File: src/rtl/hlcp_pkg.sv
// hlcp_pkg: shared types, widths and helpers for the homogeneous line clipper.
// Used by every module of the block but hlcp_div; depends on nothing.
package hlcp_pkg;

    localparam int CW   = 32;          // clip-space coordinate width
    localparam int DW   = CW + 1;      // plane distance width
    localparam int TB   = 28;          // fraction bits of the intersection parameter
    localparam int TW   = TB + 1;      // intersection parameter width, covers 1.0
    localparam int SW   = 18;          // screen coordinate width, Q14.4
    localparam int VW   = 14;          // viewport size register width
    localparam int NPL  = 6;           // clip planes

    localparam logic [SW-1:0] SCREEN_MAX = '1;

    // register indexes of the configuration port
    localparam logic REG_WIDTH  = 1'b0;
    localparam logic REG_HEIGHT = 1'b1;

    typedef logic signed [CW-1:0] coord_t;
    typedef logic signed [DW-1:0] dist_t;

    typedef struct packed {
        coord_t x;
        coord_t y;
        coord_t z;
        coord_t w;
    } point_t;

    typedef struct packed {
        point_t a;
        point_t b;
        dist_t  da;    // distances to the plane about to be applied
        dist_t  db;
        logic   vis;
    } seg_t;

    typedef enum logic [1:0] {
        ACT_KEEP,
        ACT_MOVE_A,
        ACT_MOVE_B,
        ACT_REJECT
    } act_t;

    function automatic coord_t get_c(input point_t p, input int unsigned k);
        coord_t c;
        unique case (k)
            0:       c = p.x;
            1:       c = p.y;
            2:       c = p.z;
            default: c = p.w;
        endcase
        return c;
    endfunction

    // signed distance to a plane; negative means outside
    function automatic dist_t plane_dist(input point_t p, input int unsigned plane);
        dist_t x;
        dist_t y;
        dist_t z;
        dist_t w;
        dist_t d;
        x = dist_t'(p.x);
        y = dist_t'(p.y);
        z = dist_t'(p.z);
        w = dist_t'(p.w);
        unique case (plane)
            0:       d = w + x;
            1:       d = w - x;
            2:       d = w + y;
            3:       d = w - y;
            4:       d = z;
            default: d = w - z;
        endcase
        return d;
    endfunction

    function automatic act_t classify(input dist_t da, input dist_t db);
        act_t act;
        priority if (da[DW-1] && db[DW-1]) act = ACT_REJECT;
        else if (da[DW-1])                act = ACT_MOVE_A;
        else if (db[DW-1])                act = ACT_MOVE_B;
        else                              act = ACT_KEEP;
        return act;
    endfunction

endpackage

File: src/rtl/hlcp_front.sv
// hlcp_front: input transaction register; unpacks endpoints and computes their
// distances to the first clip plane. Depends on hlcp_pkg.
module hlcp_front (
    input  logic                  clk,
    input  logic                  rst_n,
    input  logic                  in_valid,
    output logic                  in_ready,
    input  logic signed [31:0]    start_x,
    input  logic signed [31:0]    start_y,
    input  logic signed [31:0]    start_z,
    input  logic signed [31:0]    start_w,
    input  logic signed [31:0]    end_x,
    input  logic signed [31:0]    end_y,
    input  logic signed [31:0]    end_z,
    input  logic signed [31:0]    end_w,
    input  logic                  full,
    output logic                  push,
    output hlcp_pkg::seg_t        push_seg
);

    logic           valid_reg;
    hlcp_pkg::seg_t seg_reg;
    hlcp_pkg::seg_t seg_next;

    assign in_ready = !valid_reg || !full;
    assign push     = valid_reg && !full;
    assign push_seg = seg_reg;

    always_comb
    begin
        seg_next.a   = '{x: start_x, y: start_y, z: start_z, w: start_w};
        seg_next.b   = '{x: end_x, y: end_y, z: end_z, w: end_w};
        seg_next.da  = hlcp_pkg::plane_dist(seg_next.a, 0);
        seg_next.db  = hlcp_pkg::plane_dist(seg_next.b, 0);
        seg_next.vis = 1'b1;
    end

    always_ff @(posedge clk or negedge rst_n)
    begin
        if (!rst_n)
            valid_reg <= 1'b0;
        else if (in_valid && in_ready)
            valid_reg <= 1'b1;
        else if (push)
            valid_reg <= 1'b0;
    end

    always_ff @(posedge clk)
    begin
        if (in_valid && in_ready)
            seg_reg <= seg_next;
    end

endmodule

File: config.mk
export PLATFORM = sky130hd
export DESIGN_NAME = hlcp_front
export DESIGN_NICKNAME = d
export VERILOG_FILES = /design/src/rtl/hlcp_pkg.sv /design/src/rtl/hlcp_front.sv
export SDC_FILE = /design/constraint.sdc
export NUM_CORES = 1
export LEC_CHECK = 0
export ABC_AREA = 1
export BUFFER_PORTS_ARGS = -buffer_cell sky130_fd_sc_hd__buf_2
export CORE_AREA = 8 8 222 224
export CTS_CLUSTER_DIAMETER = 150
export DETAILED_ROUTE_END_ITERATION = 8
export DIE_AREA = 0 0 230 232
export SLEW_MARGIN = 40
export SYNTH_ARGS = -nofsm -noshare
export SYNTH_HDL_FRONTEND = slang
export SYNTH_SLANG_ARGS = --single-unit
export TNS_END_PERCENT = 30
File: constraint.sdc
create_clock -name clk -period 19.6 [get_ports clk]
set_input_delay 3.92 -clock clk [delete_from_list [all_inputs] [get_ports clk]]
set_output_delay 3.92 -clock clk [all_outputs]
set_load 0.01 [all_outputs]
==> out/metrics.yaml <==
outcome: "finished clean"
post-route-period-util_pct: 41.80
path_class: "input port to primary output"
maxCapViolations: 0
power_density_nw_per_um2: 90.98
cts.clk_slew.worst_paths_ns: 0.06
drive_above_1_share_pct: 32.56
final_net_count: 2321
h-tree-depth: 2
cts_setup_buffers: 0
io_buffers: 583
yosys_warnings: 0
grt_pass1_vias: 11920
ys_seq_area_share_pct: 66.46
peakVddDrop_mv: 0.06249
ios: 585
cp-start-kind: "input port"
arrival_ns: 4.27
final_cell_area_um2: 19520
fp.dieH_um: 232
cp.required_ns: 15.68
clk-insertion-delay-late_ns: 0.53
netlist_top_cells_area: "edfxtp_1, nand2_1, inv_1"
ant_nets: 0
yosysTopAreaCell: "edfxtp_1"
rsz0062_at_grt: "no"
syn_area_um2: 14590
worstSetupEndpoint: "push"
reg2regPathDepth: 4
first_pass_iters: 5
synth_fp_nets: 1697
crit_path_end_kind: "primary output"
finClkSkew_ns: 0.02058
cts_sinks: 323
syn2layout_area_growth_pct: 33.79
core_um2: 45860
largest_register_ffs: 322
syn_inst: 1371
via_count: 11480
viasPerCell: 4.364
worst_pin_slew_ns: 0.7355
ctsHoldBuffers: 0
yosysTopAreaCellShare_pct: 66.29
floorplan.initialDensity_pct: 31.80
synth_seq_cells: 323
grt_max_degree: 94
wl_mm: 47.13
cts_inserted_buffers: 36
remaining_drc_errors: 0
leakagePower_uw: 0.009642
antenna_found_initial: 9
gp_congestion: 0.9145
syn_avg_cell_area_um2: 10.64
rr_startpoint: "valid_reg"
fin_crit_ns: 8.193
setup_viol: 0
max_slew_margin_pct: 50.97
max_freq_ghz: 0.1221
place_area_um2: 18340
startpoint: "full"
ys_types: 21
rows: 79
grt_pass1_wl_mm: 69.30
die_w_um: 230
drt-initial-drc-count: 599
hpwlAfterDp_mm: 38.64
overflow: 0
finalSetupTns_ns: 0
reg2reg_setup_slack_ns: 17.03
cts_resized: 0
drv_slew: 0
root_buffer: "clkbuf_16"
die_area_um2: 53360
finalHoldViolCount: 0
timing.rr.end: "push_seg[125]"
min_path_type: "flip-flop to flip-flop"
crit_fanout: 3
min_from: "valid_reg"
track_usage_pct: 16.78
wl_per_cell_um: 17.91
clock_path_buffers: 3
cts_tree: "done"
metrics by stage:
step / instances / power, µW / util [%] / setup slack, ns / hold slack [ns]
after floorplan: 1371 / 1007 / - / 6.399 / 0.5617
after global placement: 2563 / 1119 / 39.91 / 11.37 / 0.5687
after detailed placement: 2564 / 1123 / 39.98 / 11.40 / 0.5652
after CTS: 2628 / 1802 / 42.53 / 11.40 / 0.5782
after global routing: 2628 / 1857 / 42.53 / 11.39 / 0.6279
final: 2631 / 1776 / 42.55 / 11.41 / 0.5808
synth_stat cells:
cell	count
a21o_1	2
a21oi_1	41
buf_4	1
conb_1	1
dfrtp_1	1
edfxtp_1	322
fa_1	2
ha_1	64
inv_1	248
nand2_1	496
nand2_2	16
nand3_1	48
nand3_2	2
nand4_1	6
nor2_1	79
nor3_1	8
o21bai_1	2
or2_1	1
or2_4	1
xnor2_1	2
xor2_1	28
layer usage:
layer  vias to the layer above  wire length [µm]  GRT usage (%)
met2                       413             24010          30.35
li1                       5684                 -              -
met3                        82              3804          5.619
met5                         -                56              0
met4                         8              1442          5.722
met1                      5294             17810          18.22
power breakdown:
group	internal [µW]	switching [µW]	total, µW
registers	820	11.6	831
logic	97.8	177	274
clock network	398	272	670
how the worst min path moves through the flow:
stage | to | slack [ns] | cells after the start
floorplan | valid_reg | 0.56 | 2
global placement | valid_reg | 0.57 | 2
detailed placement | valid_reg | 0.57 | 2
CTS | valid_reg | 0.58 | 2
global route | valid_reg | 0.63 | 2
finish | valid_reg | 0.58 | 2
cell type report:
class	count	area, µm²
diodes	3	7.507
well taps	607	759.5
clock buffers	46	991.0
multi-input cells	799	3965
repair buffers	587	2988
inverters	248	930.9
clock inverters	18	178.9
flip-flops and latches	323	9694
fillers	4452	26350
critical path, stage by stage:
cell and delay, ns:
buf_2 0.13, nor2_1 0.09, buf_2 0.13
kinds of logic (layout without fill, tap and decap cells):
group,after synthesis,in the layout,share of synthesized area (%)
adders and majority gates,66,66,5.764
xor gates and xnor gates,30,30,1.801
buffers and inverters,249,899,6.433
AOI/OAI and AO/OA,45,45,1.613
and+or+nand+nor,657,657,17.90
DFF,323,323,66.46
other,1,4,0.02571
layout by cell type (no fill, tap or decap), types with 2 or more instances in the layout:
cell        synthesis  routed
a21o_1              2       2
a21oi_1            41      40
buf_2               0     583
buf_6               0       2
bufinv_16           0       3
clkbuf_1            0       7
clkbuf_16           0      38
clkinv_1            0       6
clkinv_2            0       4
clkinvlp_4          0       4
diode_2             0       3
edfxtp_1          322     322
fa_1                2       2
ha_1               64      64
inv_1             248     248
nand2_1           496     496
nand2_2            16      16
nand3_1            48      48
nand3_2             2       2
nand4_1             6       6
nor2_1             79      79
nor3_1              8       8
o21bai_1            2       2
xnor2_1             2       2
xor2_1             28      28
No activity file was read; power rests on OpenSTA's default activity.
