--- src/rtl/hlcp_pkg.sv ---
// hlcp_pkg: shared types, widths and helpers for the homogeneous line clipper.
// Used by every module of the block but hlcp_div; depends on nothing.
package hlcp_pkg;

    localparam int CW   = 32;          // clip-space coordinate width
    localparam int DW   = CW + 1;      // plane distance width
    localparam int TB   = 28;          // fraction bits of the intersection parameter
    localparam int TW   = TB + 1;      // intersection parameter width, covers 1.0
    localparam int SW   = 18;          // screen coordinate width, Q14.4
    localparam int VW   = 14;          // viewport size register width
    localparam int NPL  = 6;           // clip planes

    localparam logic [SW-1:0] SCREEN_MAX = '1;

    // register indexes of the configuration port
    localparam logic REG_WIDTH  = 1'b0;
    localparam logic REG_HEIGHT = 1'b1;

    typedef logic signed [CW-1:0] coord_t;
    typedef logic signed [DW-1:0] dist_t;

    typedef struct packed {
        coord_t x;
        coord_t y;
        coord_t z;
        coord_t w;
    } point_t;

    typedef struct packed {
        point_t a;
        point_t b;
        dist_t  da;    // distances to the plane about to be applied
        dist_t  db;
        logic   vis;
    } seg_t;

    typedef enum logic [1:0] {
        ACT_KEEP,
        ACT_MOVE_A,
        ACT_MOVE_B,
        ACT_REJECT
    } act_t;

    function automatic coord_t get_c(input point_t p, input int unsigned k);
        coord_t c;
        unique case (k)
            0:       c = p.x;
            1:       c = p.y;
            2:       c = p.z;
            default: c = p.w;
        endcase
        return c;
    endfunction

    // signed distance to a plane; negative means outside
    function automatic dist_t plane_dist(input point_t p, input int unsigned plane);
        dist_t x;
        dist_t y;
        dist_t z;
        dist_t w;
        dist_t d;
        x = dist_t'(p.x);
        y = dist_t'(p.y);
        z = dist_t'(p.z);
        w = dist_t'(p.w);
        unique case (plane)
            0:       d = w + x;
            1:       d = w - x;
            2:       d = w + y;
            3:       d = w - y;
            4:       d = z;
            default: d = w - z;
        endcase
        return d;
    endfunction

    function automatic act_t classify(input dist_t da, input dist_t db);
        act_t act;
        priority if (da[DW-1] && db[DW-1]) act = ACT_REJECT;
        else if (da[DW-1])                act = ACT_MOVE_A;
        else if (db[DW-1])                act = ACT_MOVE_B;
        else                              act = ACT_KEEP;
        return act;
    endfunction

endpackage

--- src/rtl/hlcp_fifo.sv ---
// hlcp_fifo: four-entry queue of segments with first-plane distances between front and back.
// Depends on hlcp_pkg.
module hlcp_fifo (
    input  logic           clk,
    input  logic           rst_n,
    input  logic           push,
    input  hlcp_pkg::seg_t push_seg,
    input  logic           pop,
    output hlcp_pkg::seg_t pop_seg,
    output logic           full,
    output logic           empty
);

    localparam int DEPTH = 4;
    localparam int AW    = $clog2(DEPTH);

    hlcp_pkg::seg_t  mem [DEPTH];
    logic [AW-1:0]   wr_ptr_reg;
    logic [AW-1:0]   rd_ptr_reg;
    logic [AW:0]     count_reg;

    assign full    = (count_reg == (AW+1)'(DEPTH));
    assign empty   = (count_reg == '0);
    assign pop_seg = mem[rd_ptr_reg];

    always_ff @(posedge clk or negedge rst_n)
    begin
        if (!rst_n)
        begin
            wr_ptr_reg <= '0;
            rd_ptr_reg <= '0;
            count_reg  <= '0;
        end
        else
        begin
            if (push)
                wr_ptr_reg <= wr_ptr_reg + 1'b1;
            if (pop)
                rd_ptr_reg <= rd_ptr_reg + 1'b1;
            if (push && !pop)
                count_reg <= count_reg + 1'b1;
            else if (pop && !push)
                count_reg <= count_reg - 1'b1;
        end
    end

    always_ff @(posedge clk)
    begin
        if (push)
            mem[wr_ptr_reg] <= push_seg;
    end

endmodule

--- config.mk ---
export PLATFORM = sky130hd
export DESIGN_NAME = hlcp_fifo
export DESIGN_NICKNAME = d
export VERILOG_FILES = /design/src/rtl/hlcp_pkg.sv /design/src/rtl/hlcp_fifo.sv
export SDC_FILE = /design/constraint.sdc
export NUM_CORES = 1
export LEC_CHECK = 0
export ABC_AREA = 1
export BUFFER_PORTS_ARGS = -buffer_cell sky130_fd_sc_hd__buf_2
export CORE_ASPECT_RATIO = 0.7
export CORE_MARGIN = 2
export CORE_UTILIZATION = 58
export CTS_CLUSTER_SIZE = 24
export DETAILED_ROUTE_END_ITERATION = 10
export PLACE_DENSITY_LB_ADDON = 0.12
export SLEW_MARGIN = 20
export SYNTH_ARGS = -nofsm -noshare
export SYNTH_HDL_FRONTEND = slang
export SYNTH_SLANG_ARGS = --single-unit
--- constraint.sdc ---
create_clock -name clk -period 8.9 [get_ports clk]
set_clock_uncertainty 0.1 [all_clocks]
set_input_delay 1.335 -clock clk [delete_from_list [all_inputs] [get_ports clk]]
set_output_delay 1.335 -clock clk [all_outputs]
set_load 0.02 [all_outputs]
==> run_results.csv, run 1 <==
group,metric,value,unit
placement,placed_area,0.0552,mm2
floorplanning,die_y,253,um
clocking,h-tree-depth,3,
cells_and_area,fin_area,0.0589,mm2
clocking,insertion_delay,0.70,ns
floorplanning,start_util,0.585,
sta,setup_tns,0,ns
cells_and_area,final_common_cell,"edfxtp_1",
clocking,clk_pin_slew,0.06,ns
floorplanning,dieWidth,360,um
floorplanning,die_area,0.0913,mm2
global_route,grt_first_pass_wirelength,163,mm
clocking,numClockSinks,1299,
yosys,synth_cells,3816,
sta,maxSlewHeadroom,0.205,
sta,tightest_slew,1.19,ns
cells_and_area,layout.nets,4731,
clocking,hold_buffers,0,
setup_path,end_kind,"output pin",
cells_and_area,final_cell_mix,"edfxtp_1, nand2_1, inv_1",
yosys,ys_warn_count,0,
global_route,grt_overflow,0,
global_route,grt_max_degree,272,
clocking,cts-root-buf,"clkbuf_16",
sta,finalSetupViolCount,0,
cells_and_area,utilization,0.670,
setup_path,cp.required,7.47,ns
cells_and_area,largest_reg_flops,1292,
yosys,syn_area_per_cell,13.5,um2
placement,dp_hpwl,63.8,mm
floorplanning,rows,91,
yosys,netlist_area,0.0515,mm2
sta,period_minus_slack,5.18,ns
power_and_ir_drop,power.density,350,mW/mm2
power_and_ir_drop,vdd.ir_drop.worst,0.258,mV
clocking,numCtsBuffers,118,
yosys,ys_seq_area_frac,0.757,
global_route,track_usage,0.235,
setup_path,cp_data_arrival_time,3.74,ns
floorplanning,ios,652,
placement,place.gp.congestion,0.797,
run,cap_violations,0,
sta,report.final.hold_viol_count,0,
global_route,grt_pass1_vias,27700,
cells_and_area,syn_to_final_growth,14.4,%
yosys,synth_nets,4149,
clocking,cts_tree,"yes",
route,drt_iter0_drc,2569,
clocking,post_cts_buffers,0,
cells_and_area,stdcell_count,5693,
setup_path,critPathKind,"reg -> out",
setup_path,startpoint_type,"register",
setup_path,crit_fanout,73,
clocking,clk_path_buf_depth,3,
yosys,synth_seq_cells,1299,
floorplanning,core_region_area,0.0880,mm2
placement,dp_cells,5438,
route,avgViaCountPerCell,5.26,
placement,port_buffers,651,
sta,rsz0062_at_grt,"false",
outcome,status,"completed",
power_and_ir_drop,p_leak,23.4,nW
sta,fmax,0.193,GHz
hold_path,min_path_type,"in -> async",
route,routedWlPerCell,19.3,um
route,vias,29900,
sta,whs,0.357,ns
global_route,antenna_found_initial,51,
sta,slew_viol_final,0,
cells_and_area,drive_above_1_share,0.189,
clocking,post_cts_resized,0,
yosys,yosys.cell_types.count,18,
route,route.detailed.drc,0,
sta,timing.final.crit_share,0.582,
route,dr.pass1.iters,6,
route,drt_wl_total,110,mm
route,final_antenna_net_count,0,
[worst max-delay path: stages (launching register included)]
cell      delay, ns
dfrtp_4        0.90
buf_4          0.68
buf_4          0.73
o211ai_1       0.20
nand2_1        0.14
buf_2          0.19
[final cells by class]
cell class                 count  area, um2
timing repair buffer         678       3610
inverter                     658       2510
tap                         1162       1450
antenna                       37       92.6
sequential                  1299      39000
clock buffer                 142       3060
fill                        6307      29100
multi-input combinational   1643       8680
clock inverter                74        556
[metal layers]
| metal | global-route usage | wire length [um] | part of all wire |
|---|---|---|---|
| met1 | 0.298 | 43200 | 0.39 |
| met5 | 0 | 237 | 0.0022 |
| met3 | 0.0685 | 7930 | 0.072 |
| met4 | 0.102 | 4590 | 0.042 |
| met2 | 0.382 | 53700 | 0.49 |
[Yosys cell counts]
| cell | n | area (um2) |
|---|---|---|
| buf_2 | 93 | 465 |
| buf_4 | 15 | 113 |
| buf_6 | 54 | 608 |
| clkbuf_1 | 54 | 203 |
| dfrtp_1 | 7 | 175 |
| edfxtp_1 | 1292 | 38800 |
| fa_1 | 1 | 20.0 |
| ha_1 | 5 | 62.6 |
| inv_1 | 657 | 2470 |
| inv_2 | 1 | 3.75 |
| nand2_1 | 982 | 3690 |
| nand3_1 | 1 | 5.00 |
| nand4_1 | 1 | 6.26 |
| nor3_1 | 2 | 10.0 |
| o211ai_1 | 646 | 4850 |
| o21ai_0 | 1 | 5.00 |
| xnor2_1 | 1 | 8.76 |
| xor2_1 | 3 | 26.3 |
[final timing paths]
| path | startpoint | endpoint | slack (ns) | cells after the start |
|---|---|---|---|---|
| min in group clk | count_reg[2]$_DFFE_PN0P_ | count_reg[2]$_DFFE_PN0P_ | 0.41 | 2 |
| min | rst_n | count_reg[0]$_DFFE_PN0P_ | 0.36 | 1 |
| max in group asynchronous | rst_n | rd_ptr_reg[1]$_DFFE_PN0P_ | 8.16 | 1 |
| max | rd_ptr_reg[1]$_DFFE_PN0P_ | pop_seg[58] | 3.72 | 5 |
| max reg2reg | wr_ptr_reg[1]$_DFFE_PN0P_ | mem[1][140]$_DFFE_PP_ | 5.58 | 6 |
| min reg2reg | count_reg[2]$_DFFE_PN0P_ | count_reg[2]$_DFFE_PN0P_ | 0.41 | 2 |
[power breakdown]
group | switching [mW] | internal [mW]
Combinational | 5.46 | 2.08
Clock | 2.14 | 2.64
Sequential | 0.313 | 8.01
Total | 7.92 | 12.7
[cells by family (layout without fill, tap and decap cells)]
family,Yosys count,count (layout),share of synthesized area
buf+inv,874,1552,0.0749
simple gates,986,986,0.0720
fa+ha+maj,6,6,0.00160
flops,1299,1299,0.757
compound gates,647,647,0.0942
xor+xnor,4,4,0.000680
other cells,0,37,0
[stage by stage]
stage | worst slack [ns] | power (mW)
5_1_grt | 3.50 | 21.7
2_1_floorplan | 0.263 | 14.0
3_5_place_dp | 4.40 | 16.1
3_3_place_gp | 4.45 | 16.0
4_1_cts | 3.61 | 20.8
6_report | 3.72 | 20.7
(Power assumes the default switching activity.)
==> run 2, diff against run 1 <==
==> constraint.sdc (replaced) <==
create_clock -name clk -period 5.2 [get_ports clk]
set_clock_uncertainty 0.1 [all_clocks]
set_input_delay 0.78 -clock clk [delete_from_list [all_inputs] [get_ports clk]]
set_output_delay 0.78 -clock clk [all_outputs]
set_load 0.02 [all_outputs]
==> run_results.csv, run 2 (synthesized netlist as in run 1, its figures left out) <==
group,metric,value,unit
outcome,status,"completed",
route,final_antenna_net_count,0,
hold_path,worstHoldStart,"push_seg[27]",
hold_path,hold_end,"mem[1][27]$_DFFE_PP_",
setup_path,r2r_slack,2.43,ns
setup_path,crit_chain,"buf_12 -> nand2_1 -> o211ai_1 -> nand2_1 -> buf_2",
sta,tightest_slew,1.18,ns
route,routedWlPerCell,20.3,um
floorplanning,start_util,0.585,
global_route,grt_first_pass_wirelength,172,mm
power_and_ir_drop,p_seq_frac,0.398,
cells_and_area,utilization,0.674,
setup_path,max_stage_delay,1.04,ns
global_route,grt_overflow,0,
run,cap_violations,0,
clocking,numClockSinks,1299,
setup_path,end_kind,"output pin",
route,vias,30500,
sta,period_minus_slack,4.03,ns
global_route,track_usage,0.250,
power_and_ir_drop,pwr-share-comb,0.373,
setup_path,reg2reg_to,"mem[0][249]$_DFFE_PP_",
setup_path,reg2reg_from,"wr_ptr_reg[0]$_DFFE_PN0P_",
setup_path,slowest_stage,"dfrtp_4",
sta,report.final.hold_viol_count,0,
route,drt_iter0_drc,3044,
cells_and_area,final_cell_mix,"edfxtp_1, nand2_1, inv_1",
cells_and_area,drive_above_1_share,0.194,
sta,timing.final.crit_share,0.776,
clocking,h-tree-depth,3,
floorplanning,dieWidth,360,um
clocking,clk_pin_slew,0.06,ns
cells_and_area,largest_reg_flops,1292,
placement,placed_area,0.0556,mm2
setup_path,cp.required,4.32,ns
cells_and_area,syn_to_final_growth,15.2,%
setup_path,cp_common_cell,"nand2_1",
clocking,clk_path_buf_depth,3,
power_and_ir_drop,vdd.ir_drop.worst,0.408,mV
sta,rsz0062_at_grt,"false",
placement,place.gp.congestion,0.848,
setup_path,reg2regPathDepth,6,
clocking,cts-root-buf,"clkbuf_16",
sta,fmax,0.248,GHz
sta,maxSlewHeadroom,0.212,
sta,setup_tns,0,ns
hold_path,hold_depth,1,
power_and_ir_drop,p_leak,23.6,nW
placement,dp_hpwl,73.1,mm
floorplanning,ios,652,
floorplanning,rows,91,
setup_path,critPathKind,"reg -> out",
power_and_ir_drop,sw_frac_of_total,0.385,
clocking,insertion_delay,0.71,ns
global_route,antenna_found_initial,57,
floorplanning,die_y,253,um
sta,slew_viol_final,0,
floorplanning,die_area,0.0913,mm2
clocking,cts_tree,"yes",
setup_path,crit_fanout,160,
hold_path,min_path_type,"in -> reg",
clocking,numCtsBuffers,117,
global_route,grt_pass1_vias,28400,
setup_path,startpoint_type,"register",
power_and_ir_drop,power.share.clock,0.229,
sta,finalSetupViolCount,0,
setup_path,cp_data_arrival_time,3.15,ns
power_and_ir_drop,power.density,601,mW/mm2
route,route.detailed.drc,0,
global_route,grt_max_degree,190,
power_and_ir_drop,p_int,21.9,mW
placement,port_buffers,651,
cells_and_area,fin_area,0.0593,mm2
power_and_ir_drop,p_sw,13.7,mW
route,avgViaCountPerCell,5.33,
cells_and_area,final_common_cell,"edfxtp_1",
route,drt_wl_total,116,mm
cells_and_area,layout.nets,4759,
route,dr.pass1.iters,6,
floorplanning,core_region_area,0.0880,mm2
-- run 2: changes by cell type in the layout (fill, tap and decap cells not counted), moves of 2 or more --
cell        change
inv_8           -4
clkbuf_1        +8
clkinv_1        -5
diode_2         +4
clkinvlp_4      +2
inv_6           -2
buf_4          +15
nand2_1         -4
nand2_4         +4
buf_12         +14
-- run 2: worst max-delay path: cells and delay by family, from the launching register on --
family	cells	cell delay, ns
compound gates	1	0.15
simple gates	2	0.32
flops	1	1.04
buf+inv	2	0.68
-- run 2: timing repair --
action                                 in CTS  in global routing
endpoints found under the hold margin       7                  0
resized for setup                           0                  0
buffers inserted                            0                  0
hold buffers                                1                  0
-- run 2: power groups by stage --
stage / Sequential [mW] / Combinational, mW / Clock, mW
after floorplan: 14.6 / 9.15 / 0
after global placement: 14.4 / 13.3 / 0
after detailed placement: 14.4 / 13.4 / 0
after CTS: 14.2 / 13.4 / 8.29
after global routing: 14.3 / 14.4 / 8.69
final: 14.2 / 13.3 / 8.15
-- run 2: layout make-up --
cell class / count / area (um2)
Clock buffer: 151 / 3120
Clock inverter: 63 / 477
Multi-Input combinational cell: 1643 / 8710
Tap cell: 1162 / 1450
Fill cell: 6253 / 28700
Antenna cell: 41 / 103
Timing Repair Buffer: 707 / 3980
Inverter: 658 / 2490
Sequential cell: 1299 / 39000
-- run 2: routing by layer --
metal  part of all wire  GRT usage  wire, um
met5             0.0020          0       236
met4              0.044      0.112      5090
met3              0.078     0.0651      9030
met2               0.49      0.399     56400
met1               0.39      0.326     45500
-- run 2: worst max-delay path by stage --
| stage | start | endpoint | slack (ns) |
|---|---|---|---|
| 2_1_floorplan | push | mem[0][0]$_DFFE_PP_ | -1.11 |
| 3_3_place_gp | rd_ptr_reg[0]$_DFFE_PN0P_ | pop_seg[268] | 1.98 |
| 3_5_place_dp | rd_ptr_reg[1]$_DFFE_PN0P_ | pop_seg[205] | 1.98 |
| 4_1_cts | rd_ptr_reg[0]$_DFFE_PN0P_ | pop_seg[268] | 1.20 |
| 5_1_grt | rd_ptr_reg[0]$_DFFE_PN0P_ | pop_seg[157] | 1.04 |
| 6_report | rd_ptr_reg[0]$_DFFE_PN0P_ | pop_seg[146] | 1.17 |
-- run 2: through the flow --
stage | power, mW | hold WS, ns | instances | setup slack [ns]
2_1_floorplan | 23.8 | 0.363 | 3816 | -1.11
6_report | 35.6 | 0.173 | 5724 | 1.17
3_5_place_dp | 27.8 | 0.389 | 5467 | 1.98
3_3_place_gp | 27.7 | 0.380 | 5467 | 1.98
4_1_cts | 35.9 | 0.119 | 5682 | 1.20
5_1_grt | 37.4 | 0.135 | 5712 | 1.04
